--- config.mk ---
export PLATFORM = sky130hd
export DESIGN_NAME = zdt_dwell
export DESIGN_NICKNAME = d
export VERILOG_FILES = /design/src/rtl/zdt_pkg.sv /design/src/rtl/zdt_dwell.sv
export SDC_FILE = /design/constraint.sdc
export NUM_CORES = 2
export LEC_CHECK = 0
export BUFFER_PORTS_ARGS = -buffer_cell sky130_fd_sc_hd__buf_2
export CAP_MARGIN = 20
export CELL_PAD_IN_SITES_DETAIL_PLACEMENT = 1
export CELL_PAD_IN_SITES_GLOBAL_PLACEMENT = 1
export CORE_MARGIN = 4
export CORE_UTILIZATION = 42
export DETAILED_ROUTE_END_ITERATION = 8
export HOLD_SLACK_MARGIN = 0.03
export PLACE_DENSITY_LB_ADDON = 0.05
export REMOVE_ABC_BUFFERS = 1
export SETUP_SLACK_MARGIN = 0.2
export SLEW_MARGIN = 20
export SYNTH_ARGS = -nofsm -noshare
export SYNTH_HDL_FRONTEND = slang
export SYNTH_MEMORY_MAX_BITS = 65536
export SYNTH_SLANG_ARGS = --single-unit
--- constraint.sdc ---
create_clock -name clk -period 10.6 [get_ports clk]
set_input_delay 0 -clock clk [delete_from_list [all_inputs] [get_ports clk]]
set_output_delay 0 -clock clk [all_outputs]
set_load 0.1 [all_outputs]
--- src/rtl/zdt_pkg.sv ---
`timescale 1ns / 1ps
// ----------------------------------------------------------------------------
// zdt_pkg: shared types and constants of the track zone dwell table
// Holds the table size, the beat formats of both channels, the slot record
// and the lookup outcome struct that passes from the lookup to the dwell unit.
// ----------------------------------------------------------------------------
package zdt_pkg;

	// Table geometry.
	localparam int SLOTS = 64;
	localparam int IDX_W = (SLOTS > 1) ? $clog2(SLOTS) : 1;
	localparam int CNT_W = $clog2(SLOTS + 1);

	// Field widths.
	localparam int ID_W      = 32;
	localparam int TIME_W    = 48;
	localparam int REGION_W  = 8;
	localparam int HITS_W    = 20;
	localparam int ZONE_W    = 17;
	localparam int MS_PER_S_W = 10;
	localparam int LOITER_MS_W = ZONE_W + MS_PER_S_W;

	// Constants.
	localparam logic [HITS_W-1:0]     HITS_MAX = HITS_W'(1000000);
	localparam logic [MS_PER_S_W-1:0] MS_PER_S = MS_PER_S_W'(1000);

	// Item modes.
	localparam logic MODE_OBSERVE = 1'b0;
	localparam logic MODE_FORGET  = 1'b1;

	// Input beat.
	typedef struct packed {
		logic                mode;
		logic [ID_W-1:0]     obj_id;
		logic [TIME_W-1:0]   time_ms;
		logic [REGION_W-1:0] region;
		logic                zone_known;
		logic [ZONE_W-1:0]   zone_inertia;
		logic [ZONE_W-1:0]   zone_loiter_seconds;
	} item_t;

	// Result beat.
	typedef struct packed {
		logic [REGION_W-1:0] hit_region;
		logic                settled;
		logic                loitering;
		logic [TIME_W-1:0]   since_ms;
	} result_t;

	// One slot of the dwell store.
	typedef struct packed {
		logic [REGION_W-1:0] region;
		logic [HITS_W-1:0]   hits;
		logic [TIME_W-1:0]   since;
	} slot_t;

	// Outcome of a table lookup.
	typedef struct packed {
		logic             found;
		logic             claimed;
		logic             full;
		logic [IDX_W-1:0] idx;
	} look_res_t;

endpackage

--- src/rtl/zdt_dwell.sv ---
`timescale 1ns / 1ps
// ----------------------------------------------------------------------------
// zdt_dwell: per-slot dwell record update
// Reads the slot record, restarts it on a region change, counts the hit,
// writes it back and judges the settled and loitering flags.
// ----------------------------------------------------------------------------
module zdt_dwell (
	input  logic                             clk,
	input  logic                             arst_n,
	input  logic                             go,
	input  logic [zdt_pkg::IDX_W-1:0]        idx,
	input  logic                             claimed,
	input  zdt_pkg::item_t                   item,
	input  logic [zdt_pkg::LOITER_MS_W-1:0]  loiter_ms,
	output logic                             done,
	output zdt_pkg::result_t                 result
);

	typedef enum logic [2:0] {
		D_IDLE = 3'b001,
		D_UPD  = 3'b010,
		D_FLAG = 3'b100
	} dwell_state_t;

	dwell_state_t state_q, state_d;

	zdt_pkg::slot_t slot_mem [zdt_pkg::SLOTS];
	zdt_pkg::slot_t rd_slot_s1;

	logic [zdt_pkg::IDX_W-1:0] idx_q;
	logic                      claimed_q;

	zdt_pkg::slot_t             old_slot;
	zdt_pkg::slot_t             new_slot;
	logic                       region_chg;
	logic [zdt_pkg::HITS_W-1:0] base_hits;

	logic [zdt_pkg::HITS_W-1:0] hits_s2;
	logic [zdt_pkg::TIME_W-1:0] since_s2;

	logic                       settled;
	logic                       loitering;
	logic [zdt_pkg::TIME_W-1:0] elapsed;

	logic             done_q;
	zdt_pkg::result_t result_q;

	// A freshly claimed slot starts from an all-zero record.
	assign old_slot   = claimed_q ? '0 : rd_slot_s1;
	assign region_chg = (old_slot.region != item.region);
	assign base_hits  = region_chg ? '0 : old_slot.hits;

	always_comb begin
		new_slot.region = item.region;
		new_slot.since  = region_chg ? item.time_ms : old_slot.since;
		if (base_hits < zdt_pkg::HITS_MAX) begin
			new_slot.hits = base_hits + zdt_pkg::HITS_W'(1);
		end else begin
			new_slot.hits = base_hits;
		end
	end

	// Slot record memory: read on start, written back in the update state.
	always_ff @(posedge clk) begin
		if ((state_q == D_IDLE) && go) begin
			rd_slot_s1 <= slot_mem[idx];
			idx_q      <= idx;
			claimed_q  <= claimed;
		end
		if (state_q == D_UPD) begin
			slot_mem[idx_q] <= new_slot;
			hits_s2         <= new_slot.hits;
			since_s2        <= new_slot.since;
		end
	end

	// Settled and loitering judgment on the updated record.
	assign elapsed = item.time_ms - since_s2;

	always_comb begin
		settled = (item.region != '0) &&
			(!item.zone_known ||
			(hits_s2 >= zdt_pkg::HITS_W'(item.zone_inertia)));
		loitering = settled && item.zone_known && (loiter_ms != '0) &&
			(item.time_ms >= since_s2) &&
			(elapsed >= zdt_pkg::TIME_W'(loiter_ms));
	end

	// Next state.
	always_comb begin
		state_d = state_q;
		unique case (state_q)
			D_IDLE: begin
				if (go) begin
					state_d = D_UPD;
				end
			end
			D_UPD: begin
				state_d = D_FLAG;
			end
			D_FLAG: begin
				state_d = D_IDLE;
			end
			default: begin
				state_d = D_IDLE;
			end
		endcase
	end

	always_ff @(posedge clk or negedge arst_n) begin
		if (!arst_n) begin
			state_q <= D_IDLE;
			done_q  <= 1'b0;
		end else begin
			state_q <= state_d;
			done_q  <= (state_q == D_FLAG);
		end
	end

	// Result register.
	always_ff @(posedge clk) begin
		if (state_q == D_FLAG) begin
			result_q.hit_region <= item.region;
			result_q.settled    <= settled;
			result_q.loitering  <= loitering;
			result_q.since_ms   <= since_s2;
		end
	end

	assign done   = done_q;
	assign result = result_q;

endmodule

Yosys cells after proc, flatten, opt, wreduce, memory -nomap -nowiden:

Memories as Yosys holds them, arrays and structs flattened. A register that Yosys moved wholly into a read port is not among the register bits.
Index checks and enable logic that the tools add are counted.

* register bits after elaboration: 137
* memory bits (writable): 4864
* input port bits: 161
* output and inout port bits: 59
* logic and storage cells: 40
* memories kept: 1

* $add $sub $neg: 2
* magnitude comparators: 4
* equality and inequality tests: 5
* multiplexer cells: 8
* reductions and logical operators: 10

Memories
* slot_mem: depth 64, width 76, rd ports 1, clocked after memory_dff 1, write ports 1, line zdt_dwell.sv:27 `zdt_pkg::slot_t slot_mem [zdt_pkg::SLOTS];`

Operators with widths (number)
* two-way mux 76 bit: 1
* >= comparator 48 x 27 -> 1 bit: 1
* >= comparator 48 bit: 1
* two-way mux 48 bit: 1
* subtractor 48 bit: 1
* two-way mux 20 bit: 2
* nonzero test 27 bit: 1
* adder 20 x 1 -> 20 bit, second input constant: 1
* >= comparator 20 x 17 -> 1 bit: 1
* less-than comparator 20 bit, second input constant: 1
* != test 8 bit: 1
* nonzero test 8 bit: 1
* logical AND 1 bit: 6
* one-hot mux 3 bit (2 select lines): 1
* == test 3 x 1 -> 1 bit, second input constant: 1
* == test 3 x 2 -> 1 bit, second input constant: 1
* == test 3 bit, second input constant: 1
* two-way mux 3 bit: 1
* two-way mux 1 bit: 2
* != test 2 bit, second input constant: 1
* logical NOT 1 bit: 1
* logical OR 1 bit: 1

Logic depth before layout (Yosys ltp):

* word-level depth: 7
* depth in mapped cells: 24
* mapped depth without buffers: 24

Worst setup path after synthesis:

Ideal clock, no wire load.

* kind: flip-flop to flip-flop
* from: register state_q[2]
* to: memory slot_mem[47][0] (netlist bit), enable pin
* library setup time: 0.511 ns
* arrival time: 9.549 ns
* required time: 10.089 ns
* path slack: 0.540 ns
* cell stages (with the launch flop): 5
* path buffers: 0
* clock period less this slack: 10.060 ns
* cell sequence: dfrtp_1 -> nor3b_1 -> and2_1 -> nand3_1 -> nor2_1

* longest elaborated chain between the ends: 3

RTL lines
* start: declaration: line zdt_dwell.sv:25 `dwell_state_t state_q, state_d;`
* start signal: assignment: line zdt_dwell.sv:115 `state_q <= state_d;`
* == test 3 x 2 -> 1 bit: line zdt_dwell.sv:70 `if (state_q == D_UPD) begin`
* two-way mux 1 bit: line zdt_dwell.sv:70
* two-way mux 1 bit (not written as such): line zdt_dwell.sv:71 `slot_mem[idx_q] <= new_slot;`
* end: declaration: line zdt_dwell.sv:27

Every way passes these cells.

Final worst setup path:

* from: register since_s2[0] (netlist bit)
* to: register result_q, in the netlist result[48], data pin

* longest elaborated chain between the ends: 3
* elaborated cells on any way between the ends: 5
* those cells by class: add/sub (1); order compare (2); reduce/logical (2)

RTL lines
* start: declaration: line zdt_dwell.sv:39 `logic [zdt_pkg::TIME_W-1:0] since_s2;`
* start signal: assignment: line zdt_dwell.sv:73 `since_s2 <= new_slot.since;`
* subtractor 48 bit or >= comparator 48 bit (tied branches): line zdt_dwell.sv:78, zdt_dwell.sv:85
* >= comparator 48 x 27 -> 1 bit or logical AND 1 bit (tied branches): line zdt_dwell.sv:86, zdt_dwell.sv:84
* logical AND 1 bit (*): line zdt_dwell.sv:85 `(item.time_ms >= since_s2) &&`
* named net loitering: line zdt_dwell.sv:42 `logic loitering;`
* end: declaration: line zdt_dwell.sv:46 `zdt_pkg::result_t result_q;`

Mark *: on every way through the listed nets, which the timed path passes. The rest lies on a longest branch.
A chain may end at the register's enable or synchronous reset.

==> results.yml <==
placement:
  pre_cts_ws_ps: 4930
  hpwlAfterDp_microns: 328000
  gp_congestion: 0.829
  port_buffers: 169
floorplan:
  die_y_microns: 691
  core_area_sq_um: 464000
  die_w_microns: 691
  start_util_pct: 42.2
  die_area_sq_um: 478000
  io_pins: 220
  placementRows: 250
global_route:
  grt_util_all_layers_pct: 25.6
  antenna_found_initial: 38
  grt_pass1_vias: 98700
  grt_max_degree: 130
  overflow: 0
  grt_pass1_wl_microns: 845000
critical_path:
  endpoint_kind: "register"
  critPathSlowestCell: "a221oi_2"
  crit_type: "reg2reg"
  crit_top_cell: "a21oi_1"
  required_ps: 11400
  cp_data_arrival_time_ps: 7140
  start_kind: "register"
  r2r_setup_slack_ps: 4260
  cp_top_family: "compound AO/OA/AOI/OAI gates"
  path_buf_inv: 2
  worstPathMaxFanout: 5
  max_stage_delay_ps: 570
  crit_chain: "ha_1, inv_1, fa_1, a21o_1, a221oi_2, o31a_1, o21ai_0, a21o_1, a21oi_1, o21ai_0, a31oi_1, xnor2_1, ha_1, a21oi_1, nand2_1, a21oi_1, o21ai_0, nand3_1, nand2_1, a22oi_1, o2111ai_1, nor4_1, a21oi_1, dlygate4sd3_1"
pwr:
  p_switching_w: 0.00988
  pwr-share-seq_pct: 51.5
  p_per_area_nw_per_um2: 193
  peakVddDrop_mv: 0.170
  power_leakage_nw: 73.4
  comb_power_share_pct: 6.0
  switching_share_pct: 22.7
  power.internal_w: 0.0336
  power_frac_clock_pct: 42.5
layout:
  syn2layout_area_growth_pct: 15.2
  final_nets: 9076
  fill_cells: 40300
  final_cell_mix: "edfxtp_1 (5073), mux4_2 (1596), clkbuf_16 (564)"
  multi_input_area_sq_um: 43000
  drive_gt1_share_pct: 32.1
  final_common_cell: "edfxtp_1"
  register_area_sq_um: 152000
outcome:
  status: "finished, final reports clean"
clock_tree:
  cts_buffers: 555
  clkSlewWorstSetupHoldPaths_ps: 60
  htreeDepth: 6
  clock_path_buffers: 4
  cts_resized: 0
  cts_root_buf: "clkbuf_16"
  clk_latency_ps: 1060
  clock-sinks: 5077
  cts_setup_buffers: 0
  cts_hold_buf: 91
  cts_tree: "done"
logic_synthesis:
  synth_edf_count: 5073
  avgSynthCellArea_sq_um: 24.3
  ys_ff_latch: 5077
  synth.top_cell.area_share_pct: 77.7
  synthesis.area_sq_um: 196000
  syn-instance-count: 8067
  synthArstFlopShare_pct: 0.0788
  yosysUniqueCellTypes: 74
  yosys.area.top_type: "edfxtp_1"
  synth.area.top_cells: "edfxtp_1 (78%), mux4_2 (18%), clkbuf_1 (0.61%)"
  synth_warnings: 0
  ys_seq_area_share_pct: 77.8
  yosys_most_used_dff: "edfxtp_1"
route:
  detail_route.wl_per_cell_microns: 40.0
  wirelength_microns: 617000
  drc: 0
  final_antenna_net_count: 0
  dr.pass1.iters: 5
  drt_iter0_markers: 12200
  vias: 95500
  vias_per_cell: 6.19
sta:
  report.final.slew_viol_count: 0
  fmax_mhz: 158
  setup_viol: 0
  fin_crit_ps: 6340
  setup_slack_ps: 4260
  slew_headroom_pct: 21.6
  setup_tns_ps: 0
  worst_slew_pin_slew_ps: 1180
  fin_skew_ps: 58.2
  rsz0062_at_grt: "false"
  fin_crit_sh_pct: 59.8
  hold_viol: 0
min_path:
  hp-class: "in2reg"
job:
  max-cap-violations: 0
per-layer routing:
metal | up-vias | routed length (microns) | global-route usage [%]
li1 | 36500 | - | -
met1 | 54400 | 267000 | 38.0
met2 | 3800 | 294000 | 40.5
met3 | 798 | 42000 | 3.90
met4 | 8 | 14300 | 5.66
met5 | - | 48 | 0
power groups by stage:
stage | clock, W | sequential, W | combinational [W]
6_report | 0.0185 | 0.0224 | 0.00263
5_1_grt | 0.0198 | 0.0224 | 0.00279
4_1_cts | 0.0189 | 0.0224 | 0.00267
3_5_place_dp | 0 | 0.0228 | 0.00263
3_3_place_gp | 0 | 0.0228 | 0.00259
2_1_floorplan | 0 | 0.0229 | 0.00124
worst paths after layout:
path,startpoint,depth (start not counted),end
worst min register to register,since_s2[11],0,result[11]
worst max-delay path,since_s2[0],24,result[48]
min in group asynchronous,arst_n,3,state_q[1]
max in group asynchronous,arst_n,3,state_q[0]
worst min-delay path,idx[2],3,rd_slot_s1[69]
worst max register to register,since_s2[0],24,result[48]
through the flow:
stage / instances / util, % / area (sq um) / hold slack [ps] / power, W
2_1_floorplan: 7669 / - / 195000 / -296 / 0.0241
3_3_place_gp: 14300 / 44.6 / 207000 / -134 / 0.0254
3_5_place_dp: 14300 / 44.7 / 208000 / -128 / 0.0255
4_1_cts: 15400 / 48.6 / 226000 / 30.4 / 0.0440
5_1_grt: 15400 / 48.6 / 226000 / 85.8 / 0.0450
6_report: 15400 / 48.6 / 226000 / 126 / 0.0435
worst register-to-register path, stage by stage (launching register included):
cell           delay, ps
edfxtp_1             370
ha_1                 220
inv_1                 70
fa_1                 410
a21o_1               210
a221oi_2             570
o31a_1               280
o21ai_0              160
a21o_1               300
a21oi_1              360
o21ai_0              260
a31oi_1              270
xnor2_1              160
ha_1                 290
a21oi_1              200
nand2_1               90
a21oi_1              130
o21ai_0              100
nand3_1               90
nand2_1               60
a22oi_1              310
o2111ai_1            210
nor4_1               280
a21oi_1              120
dlygate4sd3_1        570
layout make-up:
type,count,share of cell area [%]
Antenna cell,16,0.0177
Clock buffer,707,6.49
Clock inverter,282,1.09
Inverter,107,0.178
Multi-Input combinational cell,2485,19.0
Sequential cell,5077,67.5
Tap cell,6174,3.42
Timing Repair Buffer,595,2.24
cell usage after synthesis, types with 9 or more instances:
cell,n
ha_1,93
nand4_1,26
nand2b_1,59
edfxtp_1,5073
o21a_1,9
a31oi_1,14
nor2_1,132
a21oi_1,61
mux4_2,1596
xnor2_1,25
nor3_1,17
a21o_1,28
inv_1,107
and3_1,9
o21ai_0,99
buf_1,80
nand3_1,28
clkbuf_1,316
nor4_1,11
nand2_1,117
xor2_1,24
state kept, by name (all words and copies together), names as in the netlist:
signal	cells
claimed_q	1
done	1
hits_s2	20
idx_q	6
rd_slot_s1	76
result	58
since_s2	48
slot_mem	4864
state_q	3
kinds of logic (layout without fill, tap and decap cells):
family	after synthesis	count (layout)	synth area share, %
other	0	16	0
muxes	1599	1599	18.4
buffers and inverters	505	1691	0.968
xor gates and xnor gates	49	49	0.219
AOI/OAI and AO/OA	280	280	0.898
adders and majority gates	94	94	0.604
and+or+nand+nor	463	463	1.19
DFF	5077	5077	77.8
Power figures use the tool's default switching activity.
