==> src/rtl/zdt_pkg.sv <==
`timescale 1ns / 1ps
// ----------------------------------------------------------------------------
// zdt_pkg: shared types and constants of the track zone dwell table
// Holds the table size, the beat formats of both channels, the slot record
// and the lookup outcome struct that passes from the lookup to the dwell unit.
// ----------------------------------------------------------------------------
package zdt_pkg;

	// Table geometry.
	localparam int SLOTS = 64;
	localparam int IDX_W = (SLOTS > 1) ? $clog2(SLOTS) : 1;
	localparam int CNT_W = $clog2(SLOTS + 1);

	// Field widths.
	localparam int ID_W      = 32;
	localparam int TIME_W    = 48;
	localparam int REGION_W  = 8;
	localparam int HITS_W    = 20;
	localparam int ZONE_W    = 17;
	localparam int MS_PER_S_W = 10;
	localparam int LOITER_MS_W = ZONE_W + MS_PER_S_W;

	// Constants.
	localparam logic [HITS_W-1:0]     HITS_MAX = HITS_W'(1000000);
	localparam logic [MS_PER_S_W-1:0] MS_PER_S = MS_PER_S_W'(1000);

	// Item modes.
	localparam logic MODE_OBSERVE = 1'b0;
	localparam logic MODE_FORGET  = 1'b1;

	// Input beat.
	typedef struct packed {
		logic                mode;
		logic [ID_W-1:0]     obj_id;
		logic [TIME_W-1:0]   time_ms;
		logic [REGION_W-1:0] region;
		logic                zone_known;
		logic [ZONE_W-1:0]   zone_inertia;
		logic [ZONE_W-1:0]   zone_loiter_seconds;
	} item_t;

	// Result beat.
	typedef struct packed {
		logic [REGION_W-1:0] hit_region;
		logic                settled;
		logic                loitering;
		logic [TIME_W-1:0]   since_ms;
	} result_t;

	// One slot of the dwell store.
	typedef struct packed {
		logic [REGION_W-1:0] region;
		logic [HITS_W-1:0]   hits;
		logic [TIME_W-1:0]   since;
	} slot_t;

	// Outcome of a table lookup.
	typedef struct packed {
		logic             found;
		logic             claimed;
		logic             full;
		logic [IDX_W-1:0] idx;
	} look_res_t;

endpackage

==> src/rtl/zdt_lookup.sv <==
`timescale 1ns / 1ps
// ----------------------------------------------------------------------------
// zdt_lookup: track id search and slot allocation
// Scans the track id memory one entry per cycle, finds the slot of an id and
// the first free slot, then claims or frees a slot in its commit state.
// ----------------------------------------------------------------------------
module zdt_lookup (
	input  logic                    clk,
	input  logic                    arst_n,
	input  logic                    go,
	input  logic                    mode,
	input  logic [zdt_pkg::ID_W-1:0] obj_id,
	output logic                    done,
	output zdt_pkg::look_res_t      res
);

	typedef enum logic [2:0] {
		L_IDLE   = 3'b001,
		L_SCAN   = 3'b010,
		L_COMMIT = 3'b100
	} look_state_t;

	look_state_t state_q, state_d;

	logic [zdt_pkg::ID_W-1:0]  track_mem [zdt_pkg::SLOTS];
	logic [zdt_pkg::SLOTS-1:0] used_q;

	logic [zdt_pkg::CNT_W-1:0] rd_cnt_q;
	logic                      rd_en;
	logic [zdt_pkg::ID_W-1:0]  rd_data_s1;
	logic                      cmp_vld_s1;
	logic [zdt_pkg::IDX_W-1:0] cmp_idx_s1;

	logic                      found_q;
	logic [zdt_pkg::IDX_W-1:0] hit_idx_q;
	logic                      free_q;
	logic [zdt_pkg::IDX_W-1:0] free_idx_q;

	logic cmp_hit;
	logic cmp_free;
	logic scan_last;
	logic claim_en;
	logic forget_en;

	logic               done_q;
	zdt_pkg::look_res_t res_q;

	// Read one entry per scan cycle; the id is compared in the cycle after its read.
	assign rd_en = (state_q == L_SCAN) && (rd_cnt_q != zdt_pkg::CNT_W'(zdt_pkg::SLOTS));

	assign cmp_hit   = cmp_vld_s1 && used_q[cmp_idx_s1] && (rd_data_s1 == obj_id);
	assign cmp_free  = cmp_vld_s1 && !used_q[cmp_idx_s1];
	assign scan_last = cmp_vld_s1 && (cmp_idx_s1 == zdt_pkg::IDX_W'(zdt_pkg::SLOTS - 1));

	// A new id takes the first free slot; a forget frees the slot it found.
	assign claim_en  = (state_q == L_COMMIT) && (mode == zdt_pkg::MODE_OBSERVE) &&
		!found_q && free_q;
	assign forget_en = (state_q == L_COMMIT) && (mode == zdt_pkg::MODE_FORGET) && found_q;

	// Track id memory.
	always_ff @(posedge clk) begin
		if (claim_en) begin
			track_mem[free_idx_q] <= obj_id;
		end
		if (rd_en) begin
			rd_data_s1 <= track_mem[rd_cnt_q[zdt_pkg::IDX_W-1:0]];
		end
	end

	// Slot occupancy bits.
	always_ff @(posedge clk or negedge arst_n) begin
		if (!arst_n) begin
			used_q <= '0;
		end else begin
			if (claim_en) begin
				used_q[free_idx_q] <= 1'b1;
			end
			if (forget_en) begin
				used_q[hit_idx_q] <= 1'b0;
			end
		end
	end

	// Next state.
	always_comb begin
		state_d = state_q;
		unique case (state_q)
			L_IDLE: begin
				if (go) begin
					state_d = L_SCAN;
				end
			end
			L_SCAN: begin
				if (scan_last) begin
					state_d = L_COMMIT;
				end
			end
			L_COMMIT: begin
				state_d = L_IDLE;
			end
			default: begin
				state_d = L_IDLE;
			end
		endcase
	end

	// Scan counter, compare stage and search results.
	always_ff @(posedge clk or negedge arst_n) begin
		if (!arst_n) begin
			state_q    <= L_IDLE;
			rd_cnt_q   <= '0;
			cmp_vld_s1 <= 1'b0;
			cmp_idx_s1 <= '0;
			found_q    <= 1'b0;
			free_q     <= 1'b0;
			done_q     <= 1'b0;
		end else begin
			state_q    <= state_d;
			cmp_vld_s1 <= rd_en;
			cmp_idx_s1 <= rd_cnt_q[zdt_pkg::IDX_W-1:0];
			done_q     <= (state_q == L_COMMIT);
			if ((state_q == L_IDLE) && go) begin
				rd_cnt_q <= '0;
				found_q  <= 1'b0;
				free_q   <= 1'b0;
			end else begin
				if (rd_en) begin
					rd_cnt_q <= rd_cnt_q + zdt_pkg::CNT_W'(1);
				end
				if (cmp_hit && !found_q) begin
					found_q <= 1'b1;
				end
				if (cmp_free && !free_q) begin
					free_q <= 1'b1;
				end
			end
		end
	end

	// Slot indexes found during the scan.
	always_ff @(posedge clk) begin
		if (cmp_hit && !found_q) begin
			hit_idx_q <= cmp_idx_s1;
		end
		if (cmp_free && !free_q) begin
			free_idx_q <= cmp_idx_s1;
		end
	end

	// Lookup outcome, held until the next commit.
	always_ff @(posedge clk) begin
		if (state_q == L_COMMIT) begin
			res_q.found   <= found_q;
			res_q.claimed <= (mode == zdt_pkg::MODE_OBSERVE) && !found_q && free_q;
			res_q.full    <= (mode == zdt_pkg::MODE_OBSERVE) && !found_q && !free_q;
			res_q.idx     <= found_q ? hit_idx_q : free_idx_q;
		end
	end

	assign done = done_q;
	assign res  = res_q;

`ifndef SYNTHESIS
	// A claimed slot is marked used when the outcome is reported.
	a_claim_marks_used: assert property (@(posedge clk) disable iff (!arst_n)
		done_q && res_q.claimed |-> used_q[res_q.idx])
		else $error("claimed slot not marked used");

	// A new search only starts from idle.
	a_go_when_idle: assert property (@(posedge clk) disable iff (!arst_n)
		go |-> (state_q == L_IDLE))
		else $error("lookup started while busy");

	// A full table and a claim exclude each other, as do a found id and a claim.
	a_claim_not_full: assert property (@(posedge clk) disable iff (!arst_n)
		done_q |-> !(res_q.claimed && res_q.full) && !(res_q.found && res_q.claimed))
		else $error("inconsistent lookup outcome");
`endif

endmodule

==> config.mk <==
export PLATFORM = sky130hd
export DESIGN_NAME = zdt_lookup
export DESIGN_NICKNAME = d
export VERILOG_FILES = /design/src/rtl/zdt_pkg.sv /design/src/rtl/zdt_lookup.sv
export SDC_FILE = /design/constraint.sdc
export NUM_CORES = 2
export LEC_CHECK = 0
export BUFFER_PORTS_ARGS = -buffer_cell sky130_fd_sc_hd__buf_2
export CORE_ASPECT_RATIO = 1.5
export CORE_MARGIN = 2
export CORE_UTILIZATION = 60
export CTS_BUF_LIST = sky130_fd_sc_hd__clkbuf_4
export DETAILED_ROUTE_END_ITERATION = 8
export PLACE_DENSITY = 0.72
export SYNTH_ARGS = -nofsm -noshare
export SYNTH_HDL_FRONTEND = slang
export SYNTH_SLANG_ARGS = --single-unit
==> constraint.sdc <==
create_clock -name clk -period 8.5 [get_ports clk]
set_clock_uncertainty 0.2 [all_clocks]
set_input_delay 1.7 -clock clk [delete_from_list [all_inputs] [get_ports clk]]
set_output_delay 1.7 -clock clk [all_outputs]
set_load 0.05 [all_outputs]
# Word-level counts from Yosys, hierarchy flattened
# Memories as Yosys holds them, arrays and structs flattened. A register that Yosys moved wholly into a read port is not among the register bits.
# Cells that the tools add are included.
dict set report word_totals {
  ff_bits 105
  ramBits 2048
  wordCells 78
  mem_count 1
}
dict set report op_classes {
  n_addsub 1
  n_lt_le_gt_ge 5
  n_eq_ne 8
  mux 20
  bitwise_logic 4
  reduce_logical 25
}
# name words width read_ports rd_clocked_by_memory_dff write_ports line
set mem_list {}
lappend mem_list {track_mem 64 32 1 1 1 zdt_lookup.sv:25} ;# logic [zdt_pkg::ID_W-1:0] track_mem [zdt_pkg::SLOTS];
# op n
set ops {}
lappend ops {{64-bit 2-to-1 mux} 2}
lappend ops {{64-bit AND} 1}
lappend ops {{64-bit NOT} 1}
lappend ops {{64-bit bitwise OR} 1}
lappend ops {{32-bit == test} 1}
lappend ops {{6-bit by 7-bit < comparator with 1-bit output (second input constant)} 3}
lappend ops {{1-bit logical AND} 18}
lappend ops {{7-bit 2-to-1 mux} 2}
lappend ops {{1-bit demux with 6-bit select} 2}
lappend ops {{6-bit by 1-bit >= comparator with 1-bit output (second input constant)} 2}
lappend ops {{1-bit 2-to-1 mux} 9}
lappend ops {{7-bit by 1-bit adder with 7-bit output (second input constant)} 1}
lappend ops {{7-bit != test (second input constant)} 1}
lappend ops {{1-bit binary-select mux with 6-bit select} 1}
lappend ops {{6-bit == test (second input constant)} 1}
lappend ops {{3-bit 2-to-1 mux} 2}
lappend ops {{6-bit 2-to-1 mux} 1}
lappend ops {{3-bit case mux with 2 select lines} 1}
lappend ops {{2-bit nonzero test} 3}
lappend ops {{2-bit != test (second input constant)} 2}
lappend ops {{3-bit by 1-bit == test with 1-bit output (second input constant)} 1}
lappend ops {{3-bit by 2-bit == test with 1-bit output (second input constant)} 1}
lappend ops {{3-bit == test (second input constant)} 1}
lappend ops {{1-bit logical NOT} 3}
lappend ops {{2 further kinds} 2}

# Longest topological paths before layout
dict set report depth {
  depth_word 8
  ltp_mapped 10
  mapped_depth_nobuf 6
}

# Least setup slack after synthesis
# OpenSTA, ideal clock, no wires.
dict set report synth_path {
  kind {input-to-reg}
  startpoint {input port mode}
  endpoint {memory track_mem[48][0] in the netlist's numbering (enable)}
  setup_ns 0.423
  arrival_ns 3.892
  required_time_ns 7.877
  slack_ns 3.985
  cell_stages 5
  path_buffers 0
  path_cell_list {nor3b_1 nand2_1 nor2_1 nand3_1 nor2_1}
}
dict set report synth_via {
  elab_chain_cells 6
}
# item line
set synth_rtl {}
lappend synth_rtl {{start: declaration} zdt_lookup.sv:11} ;# input logic mode,
lappend synth_rtl {{1-bit NOT} zdt_lookup.sv:56} ;# assign claim_en = (state_q == L_COMMIT) && (mode == zdt_pkg::MODE_OBSERVE) &&
lappend synth_rtl {{1-bit logical AND (2 in a row)} zdt_lookup.sv:56}
lappend synth_rtl {{1-bit logical AND} zdt_lookup.sv:57} ;# !found_q && free_q;
lappend synth_rtl {{1-bit 2-to-1 mux} zdt_lookup.sv:62} ;# if (claim_en) begin
lappend synth_rtl {{1-bit 2-to-1 mux (not written as such)} zdt_lookup.sv:63} ;# track_mem[free_idx_q] <= obj_id;
lappend synth_rtl {{end: declaration} zdt_lookup.sv:25}
# Every way passes these cells.

# Final worst setup path
dict set report layout_path {
  startpoint {register state_q[2]}
  endpoint {memory track_mem[51][29] in the netlist's numbering (enable)}
}
dict set report layout_via {
  elab_chain_cells 6
}
# item line
set layout_rtl {}
lappend layout_rtl {{start: declaration} zdt_lookup.sv:23} ;# look_state_t state_q, state_d;
lappend layout_rtl {{start signal: assignment} zdt_lookup.sv:118} ;# state_q <= state_d;
lappend layout_rtl {{3-bit == test} zdt_lookup.sv:56}
lappend layout_rtl {{1-bit logical AND (2 in a row)} zdt_lookup.sv:56}
lappend layout_rtl {{1-bit logical AND} zdt_lookup.sv:57}
lappend layout_rtl {{1-bit 2-to-1 mux} zdt_lookup.sv:62}
lappend layout_rtl {{1-bit 2-to-1 mux (not written as such)} zdt_lookup.sv:63}
# Every way passes these cells.

==> flow_summary.json <==
{
  "outcome": "finished clean",
  "multi_input_area_um2": 18080,
  "postLayoutCellArea_um2": 92540,
  "min_from": "used_q[9]",
  "die_height_um": 461.0,
  "yosysWarnings": 0,
  "grt_antenna_before_repair": 15,
  "place_inst": 5218,
  "cp-end-kind": "register",
  "synth_edf_count": 2101,
  "grt_max_degree": 159,
  "core_area_um2": 138100,
  "rows": 167,
  "drtIter0Drc": 4110,
  "worst-r2r-cell-count": 5,
  "ys_seq_elements": 2185,
  "ctsLongestPathBuffers": 4,
  "wl_per_cell_um": 32.05,
  "firstDrtPassIters": 5,
  "utilization_pct": 67.00,
  "yosysTopAreaCellShare_pct": 75.51,
  "syn-num-nets": 3438,
  "dp_hpwl_um": 116400,
  "nFillCells": 8703,
  "hold_violations": 0,
  "r2r_slack_ns": 3.87,
  "relSlewSlack_pct": 5.241,
  "synth_area_per_cell_um2": 24.57,
  "ys_async_sr_fraction_pct": 3.844,
  "slew_viol_final": 0,
  "r2r-start": "state_q[2]",
  "critPathLaunch": "state_q[2]",
  "hold_class": "reg -> reg",
  "gp_congestion": 0.8906,
  "totalNegativeSetupSlack_ns": 0,
  "yosysSeqAreaShare_pct": 78.03,
  "ir_drop_mv": 0.2245,
  "drive_above_1_share_pct": 38.47,
  "synth.distinct_cells": 49,
  "cts_tree": "done",
  "rsz0062_at_grt": "no",
  "finalNonFillerCells": 6055,
  "cts_root_buffer": "clkbuf_4",
  "port_buffers": 45,
  "cts_hold_buf": 1,
  "fp.dieArea_um2": 142300,
  "regArea_um2": 65210,
  "synth.area.top_cells": "edfxtp_1 76%, mux4_2 18%, dfrtp_1 2.5%",
  "clk_pin_slew_ns": 0.07,
  "first_global_vias": 41040,
  "critPathArrivalTime_ns": 5.39,
  "max_cap_violations": 0,
  "synthTopCellsByCount": "2,101 x edfxtp_1, 685 x mux4_2, 107 x nor2_1",
  "finalPower_mw": 23.88,
  "cts_resized": 0,
  "start_kind": "register",
  "min_period_ns": 4.626,
  "leakagePower_nw": 28.42,
  "grt.overflow.total": 0,
  "vias_per_cell": 6.446,
  "critPathRequiredTime_ns": 9.27,
  "power.density_nw_per_um2": 258.0,
  "worst_pin_slew_ns": 1.418,
  "io_pins": 46,
  "fin_crit_sh_pct": 54.42,
  "endpoint": "track_mem[51][29]",
  "placed_area_um2": 86630,
  "grt_use_total_pct": 28.25,
  "drt-total-wl_um": 194100,
  "numCtsBuffers": 474,
  "final_net_count": 3874,
  "setup_violations": 0,
  "clock_sinks": 2185,
  "num_vias": 39030,
  "path_class": "reg -> reg",
  "fmax_mhz": 216.2,
  "synthFlopType": "edfxtp_1",
  "timing.rr.end": "track_mem[51][29]",
  "start_util_pct": 60.49,
  "ctsHtreeMaxLevel": 5,
  "drc": 0,
  "syn-instance-count": 3400,
  "postCtsSetupRepairBufs": 0,
  "clkLatencyLatePin_ns": 1.44,
  "area_growth_pct": 10.76,
  "syn_area_um2": 83550,
  "yosysMostFrequentCell": "edfxtp_1",
  "crit_path_max_fanout": 33,
  "die_w_um": 308.7,
  "grt_pass1_wl_um": 281000,
  "antenna_left": 0,
  "synth.largest_area_cell": "edfxtp_1"
}
## final cells by class
class | count | area share (%)
sequential | 2185 | 70.47
inverter | 8 | 0.03245
antenna | 8 | 0.02163
clock buffer | 673 | 5.460
timing repair buffer | 132 | 1.076
clock inverter | 155 | 0.8910
multi-input combinational | 1035 | 19.54
tap | 1859 | 2.514
## flip-flops by register name, indices dropped and copies added (netlist names), 3 cells and up
signal and count:
track_mem 2048, free_idx_q 6, rd_cnt_q 7, cmp_idx_s1 6, res 9, rd_data_s1 32, hit_idx_q 6, state_q 3
used_q 64
## layout by cell type (no fill, tap or decap), types with 3 or more instances in the layout
master     instances
clkinv_2          20
buf_2             44
mux2i_1            7
edfxtp_1        2101
xor2_1             6
diode_2            8
or3b_2             4
clkinv_1         123
xnor2_1           30
nor3b_1            4
or3_1              3
or2_2              3
nor2_1            43
a2bb2oi_1         20
buf_12             9
mux4_2           685
nor4_1             7
nand3b_1           7
bufinv_16          8
nor2_4            64
mux2_2             7
buf_4             78
nand4_1           15
a21oi_1           23
and3_1             3
nor2b_1            6
o22a_1            24
nor3_1             3
dfrtp_1           77
inv_1              8
dfrtp_4            4
nand2_1           31
nand3_1           10
nor3b_2            3
clkbuf_4         673
o21ai_0            3
## cell families after synthesis
kind of cell | count (synthesis) | synth area share (%)
AO/OA/AOI/OAI | 84 | 0.7548
XOR/XNOR | 36 | 0.3774
adder cells (fa/ha/maj) | 2 | 0.02995
buffers and inverters | 180 | 0.9495
flip-flops | 2185 | 78.03
multiplexers | 699 | 18.64
AND/OR/NAND/NOR | 214 | 1.215
## critical path: stages, from the launching register on
cell and delay [ns]:
dfrtp_1 0.43, nor3b_2 0.92, nand2_1 0.17, nor2_1 0.60
nand3_1 0.72, nor2_4 1.15
## metrics by stage
stage,hold WS [ns],setup WS [ns]
floorplan,0.1519,3.985
global placement,0.2638,3.150
detailed placement,0.2778,3.162
CTS,0.2946,3.979
global route,0.3116,3.660
finish,0.2923,3.874
## where the power goes
| group | total, mW | internal [mW] | switching (mW) |
|---|---|---|---|
| clock | 7.73 | 3.88 | 3.85 |
| combinational | 4.11 | 1.99 | 2.12 |
| sequential | 12.0 | 11.9 | 0.169 |
## metal layers
metal | GRT usage (%) | up-vias | part of all wire [%]
met5 | 0 | - | 0.018
met4 | 10.09 | 6 | 3.2
met3 | 6.174 | 331 | 8.3
met2 | 48.25 | 2029 | 53
met1 | 36.09 | 20740 | 35
li1 | - | 15930 | -
## worst min path at each step
stage / to / slack (ns) / depth (start not counted)
after global routing: used_q[13] / 0.31 / 1
after CTS: used_q[9] / 0.29 / 1
after floorplan: cmp_idx_s1[2] / 0.15 / 0
after global placement: used_q[19] / 0.26 / 1
final: used_q[9] / 0.29 / 1
after detailed placement: used_q[21] / 0.28 / 1
No activity file was read; power rests on OpenSTA's default activity.
